### config.mk
export PLATFORM = sky130hd
export DESIGN_NAME = gregorian_date_add_days
export DESIGN_NICKNAME = d
export VERILOG_FILES = /design/src/design/gdad_pkg.sv /design/src/design/gregorian_date_add_days.sv /design/src/design/gdad_alu.sv
export SDC_FILE = /design/constraint.sdc
export NUM_CORES = 1
export LEC_CHECK = 0
export BUFFER_PORTS_ARGS = -buffer_cell sky130_fd_sc_hd__clkbuf_2
export CAP_MARGIN = 40
export CORE_MARGIN = 10
export CORE_UTILIZATION = 40
export DETAILED_ROUTE_END_ITERATION = 8
export GPL_TIMING_DRIVEN = 0
export PLACE_DENSITY_LB_ADDON = 0.1
export SYNTH_ARGS = -nofsm -noshare
export SYNTH_HDL_FRONTEND = slang
export SYNTH_SLANG_ARGS = --single-unit
### constraint.sdc
create_clock -name clk -period 13.1 [get_ports clk]
set_input_delay 3.93 -clock clk [delete_from_list [all_inputs] [get_ports clk]]
set_output_delay 3.93 -clock clk [all_outputs]
set_load 0.01 [all_outputs]
### src/design/gdad_pkg.sv
// ----------------------------------------------------------------------------
// gdad_pkg
// Widths, calendar constants and shared types of the Gregorian date adder.
// ----------------------------------------------------------------------------
`timescale 1ns / 1ps

package gdad_pkg;

  localparam int DAY_W   = 5;
  localparam int MON_W   = 4;
  localparam int YEAR_W  = 16;
  localparam int COUNT_W = 16;
  localparam int ALU_W   = 16;

  // Restoring division of the year by 100: quotient fits in 10 bits.
  localparam int DIV_STEPS = 10;
  localparam int DIV_K_W   = 4;
  localparam logic [ALU_W-1:0] DIV_UNIT = 16'd100;
  localparam logic [6:0] LAST_YEAR_OF_CENTURY = 7'd99;

  localparam logic [MON_W-1:0] MON_JAN = 4'd1;
  localparam logic [MON_W-1:0] MON_FEB = 4'd2;
  localparam logic [MON_W-1:0] MON_APR = 4'd4;
  localparam logic [MON_W-1:0] MON_JUN = 4'd6;
  localparam logic [MON_W-1:0] MON_SEP = 4'd9;
  localparam logic [MON_W-1:0] MON_NOV = 4'd11;
  localparam logic [MON_W-1:0] MON_DEC = 4'd12;

  localparam logic [DAY_W-1:0] LEN_LONG  = 5'd31;
  localparam logic [DAY_W-1:0] LEN_SHORT = 5'd30;
  localparam logic [DAY_W-1:0] LEN_FEB_L = 5'd29;
  localparam logic [DAY_W-1:0] LEN_FEB_C = 5'd28;

  typedef struct packed {
    logic [ALU_W-1:0] diff;
    logic             borrow;
  } alu_res_t;

  // Month codes outside 1..12 count as 31-day months.
  function automatic logic [DAY_W-1:0] month_len(input logic [MON_W-1:0] mon,
                                                 input logic leap);
    logic [DAY_W-1:0] len;
    unique case (mon)
      MON_APR, MON_JUN, MON_SEP, MON_NOV: len = LEN_SHORT;
      MON_FEB: len = leap ? LEN_FEB_L : LEN_FEB_C;
      default: len = LEN_LONG;
    endcase
    return len;
  endfunction

endpackage

### src/design/gregorian_date_add_days.sv
// ----------------------------------------------------------------------------
// gregorian_date_add_days
// Gregorian date plus a day count, one month per step on a shared subtractor.
// ----------------------------------------------------------------------------
// One date at a time. After a beat is taken, the shared subtractor divides
// the year by 100 to seed the leap-year tracking, then the same
// subtractor consumes one calendar month per cycle until the count is
// spent; a finish state then loads the output register, holding while it
// is still full and stalled. in_stall stays high while an item is in
// flight; a finished result waits in the output register and the next
// date can be taken meanwhile. Only the low CntW bits of days_to_add
// count: DAY_COUNT_BITS, capped at COUNT_W.
`timescale 1ns / 1ps

module gregorian_date_add_days #(
  parameter int DAY_COUNT_BITS = 16
) (
  input  logic                           clk,
  input  logic                           rst_n,
  input  logic                           in_valid,
  output logic                           in_stall,
  input  logic [gdad_pkg::DAY_W-1:0]     in_start_day,
  input  logic [gdad_pkg::MON_W-1:0]     in_start_month,
  input  logic [gdad_pkg::YEAR_W-1:0]    in_start_year,
  input  logic [gdad_pkg::COUNT_W-1:0]   in_days_to_add,
  output logic                           out_valid,
  input  logic                           out_stall,
  output logic [gdad_pkg::DAY_W-1:0]     out_result_day,
  output logic [gdad_pkg::MON_W-1:0]     out_result_month,
  output logic [gdad_pkg::YEAR_W-1:0]    out_result_year,
  output logic                           out_year_overflow
);
  import gdad_pkg::*;

  localparam int CntW = (DAY_COUNT_BITS < COUNT_W) ? DAY_COUNT_BITS : COUNT_W;

  typedef enum logic [1:0] {ST_IDLE, ST_DIV, ST_STEP, ST_FIN} state_t;

  state_t              state_r, state_nxt;
  logic [DAY_W-1:0]    day_r, day_nxt;
  logic [MON_W-1:0]    mon_r, mon_nxt;
  logic [YEAR_W-1:0]   yr_r, yr_nxt;
  logic [CntW-1:0]     cnt_r, cnt_nxt;
  logic [ALU_W-1:0]    rem_r, rem_nxt;
  logic [1:0]          cent_r, cent_nxt;
  logic [DIV_K_W-1:0]  divk_r, divk_nxt;
  logic                ovf_r, ovf_nxt;
  logic                out_valid_r, out_valid_nxt;
  logic [DAY_W-1:0]    out_day_r, out_day_nxt;
  logic [MON_W-1:0]    out_mon_r, out_mon_nxt;
  logic [YEAR_W-1:0]   out_yr_r, out_yr_nxt;
  logic                out_ovf_r, out_ovf_nxt;

  logic                leap;
  logic [DAY_W-1:0]    len;
  logic                short_mo;
  logic [DAY_W:0]      used;
  logic [ALU_W-1:0]    opnd_a, opnd_b;
  alu_res_t            alu;

  gdad_alu u_alu (
    .opnd_a (opnd_a),
    .opnd_b (opnd_b),
    .res    (alu)
  );

  // rem_r holds year mod 100 and cent_r the century mod 4 once the division is done.
  assign leap     = (yr_r[1:0] == 2'b00) && ((rem_r[6:0] != 7'd0) || (cent_r == 2'b00));
  assign len      = month_len(mon_r, leap);
  assign short_mo = day_r < len;
  assign used     = short_mo ? ((DAY_W+1)'(len) - (DAY_W+1)'(day_r) + (DAY_W+1)'(1))
                             : (DAY_W+1)'(1);

  assign opnd_a = (state_r == ST_DIV) ? rem_r : ALU_W'(cnt_r);
  assign opnd_b = (state_r == ST_DIV) ? (DIV_UNIT << divk_r) : ALU_W'(used);

  always_comb begin
    state_nxt     = state_r;
    day_nxt       = day_r;
    mon_nxt       = mon_r;
    yr_nxt        = yr_r;
    cnt_nxt       = cnt_r;
    rem_nxt       = rem_r;
    cent_nxt      = cent_r;
    divk_nxt      = divk_r;
    ovf_nxt       = ovf_r;
    out_valid_nxt = out_valid_r;
    out_day_nxt   = out_day_r;
    out_mon_nxt   = out_mon_r;
    out_yr_nxt    = out_yr_r;
    out_ovf_nxt   = out_ovf_r;

    if (out_valid_r && !out_stall) begin
      out_valid_nxt = 1'b0;
    end

    unique case (state_r)
      ST_IDLE: begin
        if (in_valid) begin
          day_nxt   = in_start_day;
          mon_nxt   = in_start_month;
          yr_nxt    = in_start_year;
          cnt_nxt   = in_days_to_add[CntW-1:0];
          rem_nxt   = in_start_year;
          cent_nxt  = 2'b00;
          divk_nxt  = DIV_K_W'(DIV_STEPS - 1);
          ovf_nxt   = 1'b0;
          state_nxt = ST_DIV;
        end
      end
      ST_DIV: begin
        if (!alu.borrow) begin
          rem_nxt = alu.diff;
        end
        // keep the two low quotient bits: century mod 4
        cent_nxt = {cent_r[0], !alu.borrow};
        if (divk_r == '0) begin
          state_nxt = ST_STEP;
        end else begin
          divk_nxt = divk_r - DIV_K_W'(1);
        end
      end
      ST_STEP: begin
        if (cnt_r == '0) begin
          state_nxt = ST_FIN;
        end else if (short_mo && alu.borrow) begin
          // count ends inside this month
          day_nxt = day_r + cnt_r[DAY_W-1:0];
          cnt_nxt = '0;
        end else begin
          cnt_nxt = alu.diff[CntW-1:0];
          day_nxt = DAY_W'(1);
          if (mon_r >= MON_DEC) begin
            mon_nxt = MON_JAN;
            if (yr_r == '1) begin
              yr_nxt   = '0;
              ovf_nxt  = 1'b1;
              rem_nxt  = '0;
              cent_nxt = 2'b00;
            end else begin
              yr_nxt = yr_r + YEAR_W'(1);
              if (rem_r[6:0] == LAST_YEAR_OF_CENTURY) begin
                rem_nxt  = '0;
                cent_nxt = cent_r + 2'd1;
              end else begin
                rem_nxt = ALU_W'(rem_r[6:0] + 7'd1);
              end
            end
          end else begin
            mon_nxt = mon_r + MON_W'(1);
          end
        end
      end
      ST_FIN: begin
        // hold until the output register is free
        if (!out_valid_r || !out_stall) begin
          out_valid_nxt = 1'b1;
          out_day_nxt   = day_r;
          out_mon_nxt   = mon_r;
          out_yr_nxt    = yr_r;
          out_ovf_nxt   = ovf_r;
          state_nxt     = ST_IDLE;
        end
      end
      default: state_nxt = ST_IDLE;
    endcase
  end

  always_ff @(posedge clk) begin
    if (!rst_n) begin
      state_r     <= ST_IDLE;
      out_valid_r <= 1'b0;
    end else begin
      state_r     <= state_nxt;
      out_valid_r <= out_valid_nxt;
    end
    day_r     <= day_nxt;
    mon_r     <= mon_nxt;
    yr_r      <= yr_nxt;
    cnt_r     <= cnt_nxt;
    rem_r     <= rem_nxt;
    cent_r    <= cent_nxt;
    divk_r    <= divk_nxt;
    ovf_r     <= ovf_nxt;
    out_day_r <= out_day_nxt;
    out_mon_r <= out_mon_nxt;
    out_yr_r  <= out_yr_nxt;
    out_ovf_r <= out_ovf_nxt;
  end

  assign in_stall          = (state_r != ST_IDLE);
  assign out_valid         = out_valid_r;
  assign out_result_day    = out_day_r;
  assign out_result_month  = out_mon_r;
  assign out_result_year   = out_yr_r;
  assign out_year_overflow = out_ovf_r;

endmodule

### src/design/gdad_alu.sv
// ----------------------------------------------------------------------------
// gdad_alu
// Shared subtractor with borrow; serves both the year division and the
// month-by-month day count.
// ----------------------------------------------------------------------------
`timescale 1ns / 1ps

module gdad_alu (
  input  logic [gdad_pkg::ALU_W-1:0] opnd_a,
  input  logic [gdad_pkg::ALU_W-1:0] opnd_b,
  output gdad_pkg::alu_res_t         res
);
  import gdad_pkg::*;

  logic [ALU_W:0] wide;

  assign wide       = {1'b0, opnd_a} - {1'b0, opnd_b};
  assign res.diff   = wide[ALU_W-1:0];
  assign res.borrow = wide[ALU_W];

endmodule

* Word-level counts from Yosys, hierarchy flattened
Index checks and enable logic that the tools add are counted.
Word-level totals: logic and storage cells 130, input bits 45, register bits 93, output and inout bits 28
Cells by class: order comparisons 2, add/sub/neg operators 9, shift operators 1, muxes and demuxes 55, reduce and logical (&&, ||, !) cells 28, eq/ne operators 21
Operators with widths (count):
- 16-bit 2-to-1 mux | 14
- 16-bit one-hot mux with 2 select lines | 2
- 16-bit one-hot mux with 3 select lines | 1
- 4-bit 2-to-1 mux | 6
- 2-bit 2-to-1 mux | 10
- 2-bit inequality test, second input constant | 9
- 6-bit AND reduction | 3
- 16-bit by 16-bit subtractor with 17-bit output | 1
- 16-bit by 1-bit adder with 16-bit output, second input constant | 1
- 16-bit equality test, second input constant | 1
- 16-bit zero test | 1
- 8-bit 2-to-1 mux | 2
- 4-bit one-hot mux with 2 select lines | 2
- 7-bit by 4-bit left shift with 16-bit output, first input constant | 1
- 5-bit 2-to-1 mux | 3
- 5-bit one-hot mux with 2 select lines | 1
- 1-bit 2-to-1 mux | 9
- 7-bit by 1-bit adder with 8-bit output, second input constant | 1
- 4-bit by 3-bit equality test with 1-bit output, second input constant | 2
- 4-bit equality test, second input constant | 2
- 2-bit one-hot mux with 4 select lines | 1
- 4-bit AND reduction | 2
- 7-bit equality test, second input constant | 1
- 7-bit nonzero test | 1
- 28 further kinds | 39

* Logic depth before layout (Yosys ltp)
depth after elaboration 14, mapped depth 23, depth with buffers taken out 22

* Hierarchy
A second synthesis with hierarchy kept.
Second synthesis, totals: cell total of the unflattened synthesis 598, area total of the unflattened synthesis 6223.5 sq um
By module, submodules not included:
- gregorian_date_add_days | sequential area each 2762.6 sq um, area an instance 5306.3 sq um, instances 1, cells an instance 466
- gdad_alu | sequential area each 0.0 sq um, area an instance 917.1 sq um, instances 1, cells an instance 132

* Least setup slack after synthesis
OpenSTA, ideal clock, no wires.
path type input to register, start input port out_stall, end register out_day_r[0] (netlist: out_result_day[0]), enable pin, slack 6.795 ns, arrival time 5.856 ns, setup time 0.449 ns, data required time 12.651 ns, stages 1, path buffers 0, cells stage by stage a21boi_0
Between the ends: cells in the longest elaborated chain, start to end 3
RTL lines:
- from (decl) | line gregorian_date_add_days.sv:27 | input logic out_stall,
- 1-bit zero test | line gregorian_date_add_days.sv:156 | if (!out_valid_r || !out_stall) begin
- 1-bit logical OR | line gregorian_date_add_days.sv:156
- 2-bit AND reduction (no source line)
- to (signal assigned) | line gregorian_date_add_days.sv:185 | out_day_r <= out_day_nxt;
- to (decl) | line gregorian_date_add_days.sv:49 | logic [DAY_W-1:0] out_day_r, out_day_nxt;
No other way between the ends. A chain may end at the register's enable or synchronous reset.

* Worst setup path in the final report
start register rem_r[0], end register yr_r[7], enable pin
Between the ends: cells in the longest elaborated chain, start to end 13, elaborated cells on any way between the ends 15, classes of those cells add/sub: 3; order compare: 1; eq/ne: 1; mux: 5; reduce/logical: 5
RTL lines:
- from (decl) | line gregorian_date_add_days.sv:44 | logic [ALU_W-1:0] rem_r, rem_nxt;
- from (signal assigned) | line gregorian_date_add_days.sv:181 | rem_r <= rem_nxt;
- 7-bit nonzero test | line gregorian_date_add_days.sv:68 | assign leap = (yr_r[1:0] == 2'b00) && ((rem_r[6:0] != 7'd0) || (cent_r == 2'b00));
- 1-bit logical OR | line gregorian_date_add_days.sv:68
- 1-bit logical AND | line gregorian_date_add_days.sv:68
- 1-bit 2-to-1 mux | line gdad_pkg.sv:45 | MON_FEB: len = leap ? LEN_FEB_L : LEN_FEB_C;
- 2-bit one-hot mux with 2 select lines | line gdad_pkg.sv:43 | unique case (mon)
- 5-bit by 5-bit subtractor with 6-bit output | line gregorian_date_add_days.sv:71 | assign used = short_mo ? ((DAY_W+1)'(len) - (DAY_W+1)'(day_r) + (DAY_W+1)'(1))
- 6-bit by 1-bit adder with 6-bit output | line gregorian_date_add_days.sv:71
- 6-bit 2-to-1 mux | line gregorian_date_add_days.sv:71
- 16-bit 2-to-1 mux | line gregorian_date_add_days.sv:75 | assign opnd_b = (state_r == ST_DIV) ? (DIV_UNIT << divk_r) : ALU_W'(used);
- 16-bit by 16-bit subtractor with 17-bit output | line gdad_alu.sv:17 | assign wide = {1'b0, opnd_a} - {1'b0, opnd_b};
- 1-bit logical AND (*) | line gregorian_date_add_days.sv:126 | end else if (short_mo && alu.borrow) begin
- 2-bit inequality test (no source line) (*)
- 5-bit AND reduction (no source line) (*)
- to (signal assigned) | line gregorian_date_add_days.sv:179 | yr_r <= yr_nxt;
- to (decl) | line gregorian_date_add_days.sv:42 | logic [YEAR_W-1:0] yr_r, yr_nxt;
Every way passes the cells marked *; elsewhere a longest branch is shown, timed or not.

==> metrics <==
outcome completed; final core utilization 47.3%; CTS Hold Bufs 0; largest net degree at the start of global routing 27; Req. time, crit path 13160 ps; DRT Pass-1 Iters 5; crit path capture type flip-flop; area leader, netlist edfxtp_1; share of the synthesized area in the top cell type 44.1%; layout cells sized above 1 20.1%; CTS clk-pin slew, worst paths 70 ps; RePlAce Congestion 0.931; H-Tree Depth 3; cts repair resizes 0; total die area 20700 µm²; clock root buffer clkbuf_16; vias in the first global route 4881; Synth Flop Type edfxtp_1; number of vias per cell 5.69; global-route usage over all layers 17.1%; DRC Markers 0; clk sinks 93; fmax 184 MHz; Worst Tran Pin Value 853 ps; Initial Util 40.6%; Area contributors post-synth edfxtp_1 (44%), ha_1 (9.4%), a21oi_1 (2.9%), xnor2_1 (2.9%), inv_1 (2.8%); WP data arrival 5500 ps; crit path launch type flip-flop; # Post-CTS Setup Buffers 0; unrepaired setup endpoints after global routing false; Skew-Pair Late Insertion Delay 350 ps; Max-slew headroom 43.0%; Detailed Route WL 17.8 mm; Slew Limit Fails 0; placed insts 840; Hold Vio Cnt, Final 0; core area 15100 µm²; DIE HEIGHT 144 µm; area of placed instances 6820 µm²; setup TNS 0 ps; Rows 45; initial antenna violation count 0; Initial DRC Count 314; per-cell routed wire length 20.7 µm; Setup CP Type reg2reg; synth-to-layout area growth 16.5%; worst min path class reg2reg; fin area 7140 µm²; number of distinct library cells after synthesis 74; IO Count 73; Syn Area/Cell 10.7 µm²; port bufs 72; TritonCTS Buffers 9; Worst Path Max Fanout 10; number of synthesized flops with an enable pin 90; global-route wire length before repair 27.1 mm; Tmin final 5440 ps; DP Wirelength 13.9 mm; post-synthesis cell area 6130 µm²; Synthesis Warnings 0; max-cap violations 0; Seq/Total Area, Yosys 45.1%; routed via count 4868; CTS Buffer Depth 2; total congestion overflow 0; Die W 144 µm; fin nets 757; Non-Filler Instances 856; Final period util 41.5%; # setup viols final 0; Syn Inst Count 575; n_diodes 0; Yosys reg bits 93; Syn Nets 669; Final ANT Viol Nets 0; Clock Skew 7.91 ps; CTS tree yes; async set-or-reset flop fraction in the synthesized netlist 0%
[layout by cell type, fill, tap and decap left out, drive strengths merged, types with 19 or more instances in the layout]
cell type,netlist,routed
xnor2,20,20
nand3,19,19
edfxtp,90,90
o2bb2ai,19,19
inv,46,46
clkbuf,15,98
nor2,41,41
a21oi,37,37
nand2,37,37
ha,46,46
[worst max-delay path, cell delays in order (launching register included)]
cell and delay, ps:
edfxtp_1 460, inv_1 150, ha_1 150, nor4b_1 240, nand2_1 110, a31oi_1 190, o21ai_0 120, ha_1 240
ha_1 200, inv_1 70, fa_1 200, inv_1 50, a21o_1 140, a21oi_1 160, xnor2_1 160, a22oi_1 110
ha_1 410, inv_1 80, o21ai_1 300, o21ai_2 120, a211oi_2 470, nor4_2 130, buf_6 180, a211oi_2 320
buf_4 250, buf_6 150
[synthesized netlist by cell type, types with 2 or more instances]
cell type / count
o2111ai_1: 2
and3_1: 2
nand4_1: 6
o22ai_1: 11
buf_6: 3
a2bb2oi_1: 5
inv_1: 46
ha_1: 46
o31ai_1: 3
a211oi_1: 6
o211ai_1: 3
nor4_1: 4
mux2_2: 15
mux2i_1: 5
xnor2_1: 20
nor3b_2: 2
or2_2: 3
a22oi_1: 6
and4_1: 2
nand2_1: 37
clkbuf_1: 14
a21boi_0: 2
edfxtp_1: 90
a21oi_1: 36
buf_1: 2
o21ai_0: 14
nor2b_1: 7
nand3_1: 18
nor2_1: 41
o221ai_1: 2
o2bb2ai_1: 18
xor2_1: 16
a211o_1: 2
nor3_1: 11
a22o_1: 11
a21o_1: 11
nand2b_1: 5
a31oi_1: 8
fa_1: 3
dfxtp_1: 3
[cells by family (layout without fill, tap and decap cells)]
| kind of cell | count (synthesis) | count (layout) | synth area share [%] |
|---|---|---|---|
| adder cells (fa/ha/maj) | 49 | 49 | 10.4 |
| flip-flops | 93 | 93 | 45.1 |
| AO/OA/AOI/OAI | 161 | 161 | 19.3 |
| buffers and inverters | 69 | 162 | 4.69 |
| XOR/XNOR | 36 | 36 | 5.14 |
| multiplexers | 20 | 20 | 3.57 |
| AND/OR/NAND/NOR | 147 | 147 | 11.8 |
[per-stage QoR]
stage / hold WS (ps) / setup slack [ps]
floorplan: 400 / 6800
global placement: 422 / 5700
detailed placement: 421 / 7410
CTS: 436 / 7660
global route: 456 / 7240
finish: 437 / 7660
[registers in the layout, indices dropped and copies added, names as in the netlist, 2 cells and up]
register          count
cent_r                2
cnt_r                16
day_r                 5
divk_r                4
mon_r                 4
out_result_day        5
out_result_month      4
out_result_year      16
rem_r                16
state_r               2
yr_r                 16
[metal layers]
layer  up-vias  global-route usage, %  wire (µm)
met2       152                   28.4       8440
met4         0                   6.13        335
met3        21                   2.24        882
met1      2351                   22.3       8100
met5         -                      0          0
li1       2344                      -          -
[final timing paths]
check / startpoint / endpoint / slack [ps] / cells after the start
max reg2reg: rem_r[0] / yr_r[7] / 7660 / 25
min reg2reg: ovf_r / out_year_overflow / 440 / 0
min: ovf_r / out_year_overflow / 440 / 0
max: rem_r[0] / yr_r[7] / 7660 / 25
[layout make-up]
class | count | area, µm²
Clock inverter | 5 | 86.3
Timing Repair Buffer | 77 | 438
Inverter | 47 | 176
Clock buffer | 11 | 233
Multi-Input combinational cell | 413 | 3100
Fill cell | 1427 | 7950
Buffer | 22 | 111
Sequential cell | 93 | 2760
Tap cell | 188 | 235
Power is left out: the tool's default activity adds up to more than one toggle a clock period on the data nets, which glitch-free logic cannot reach.
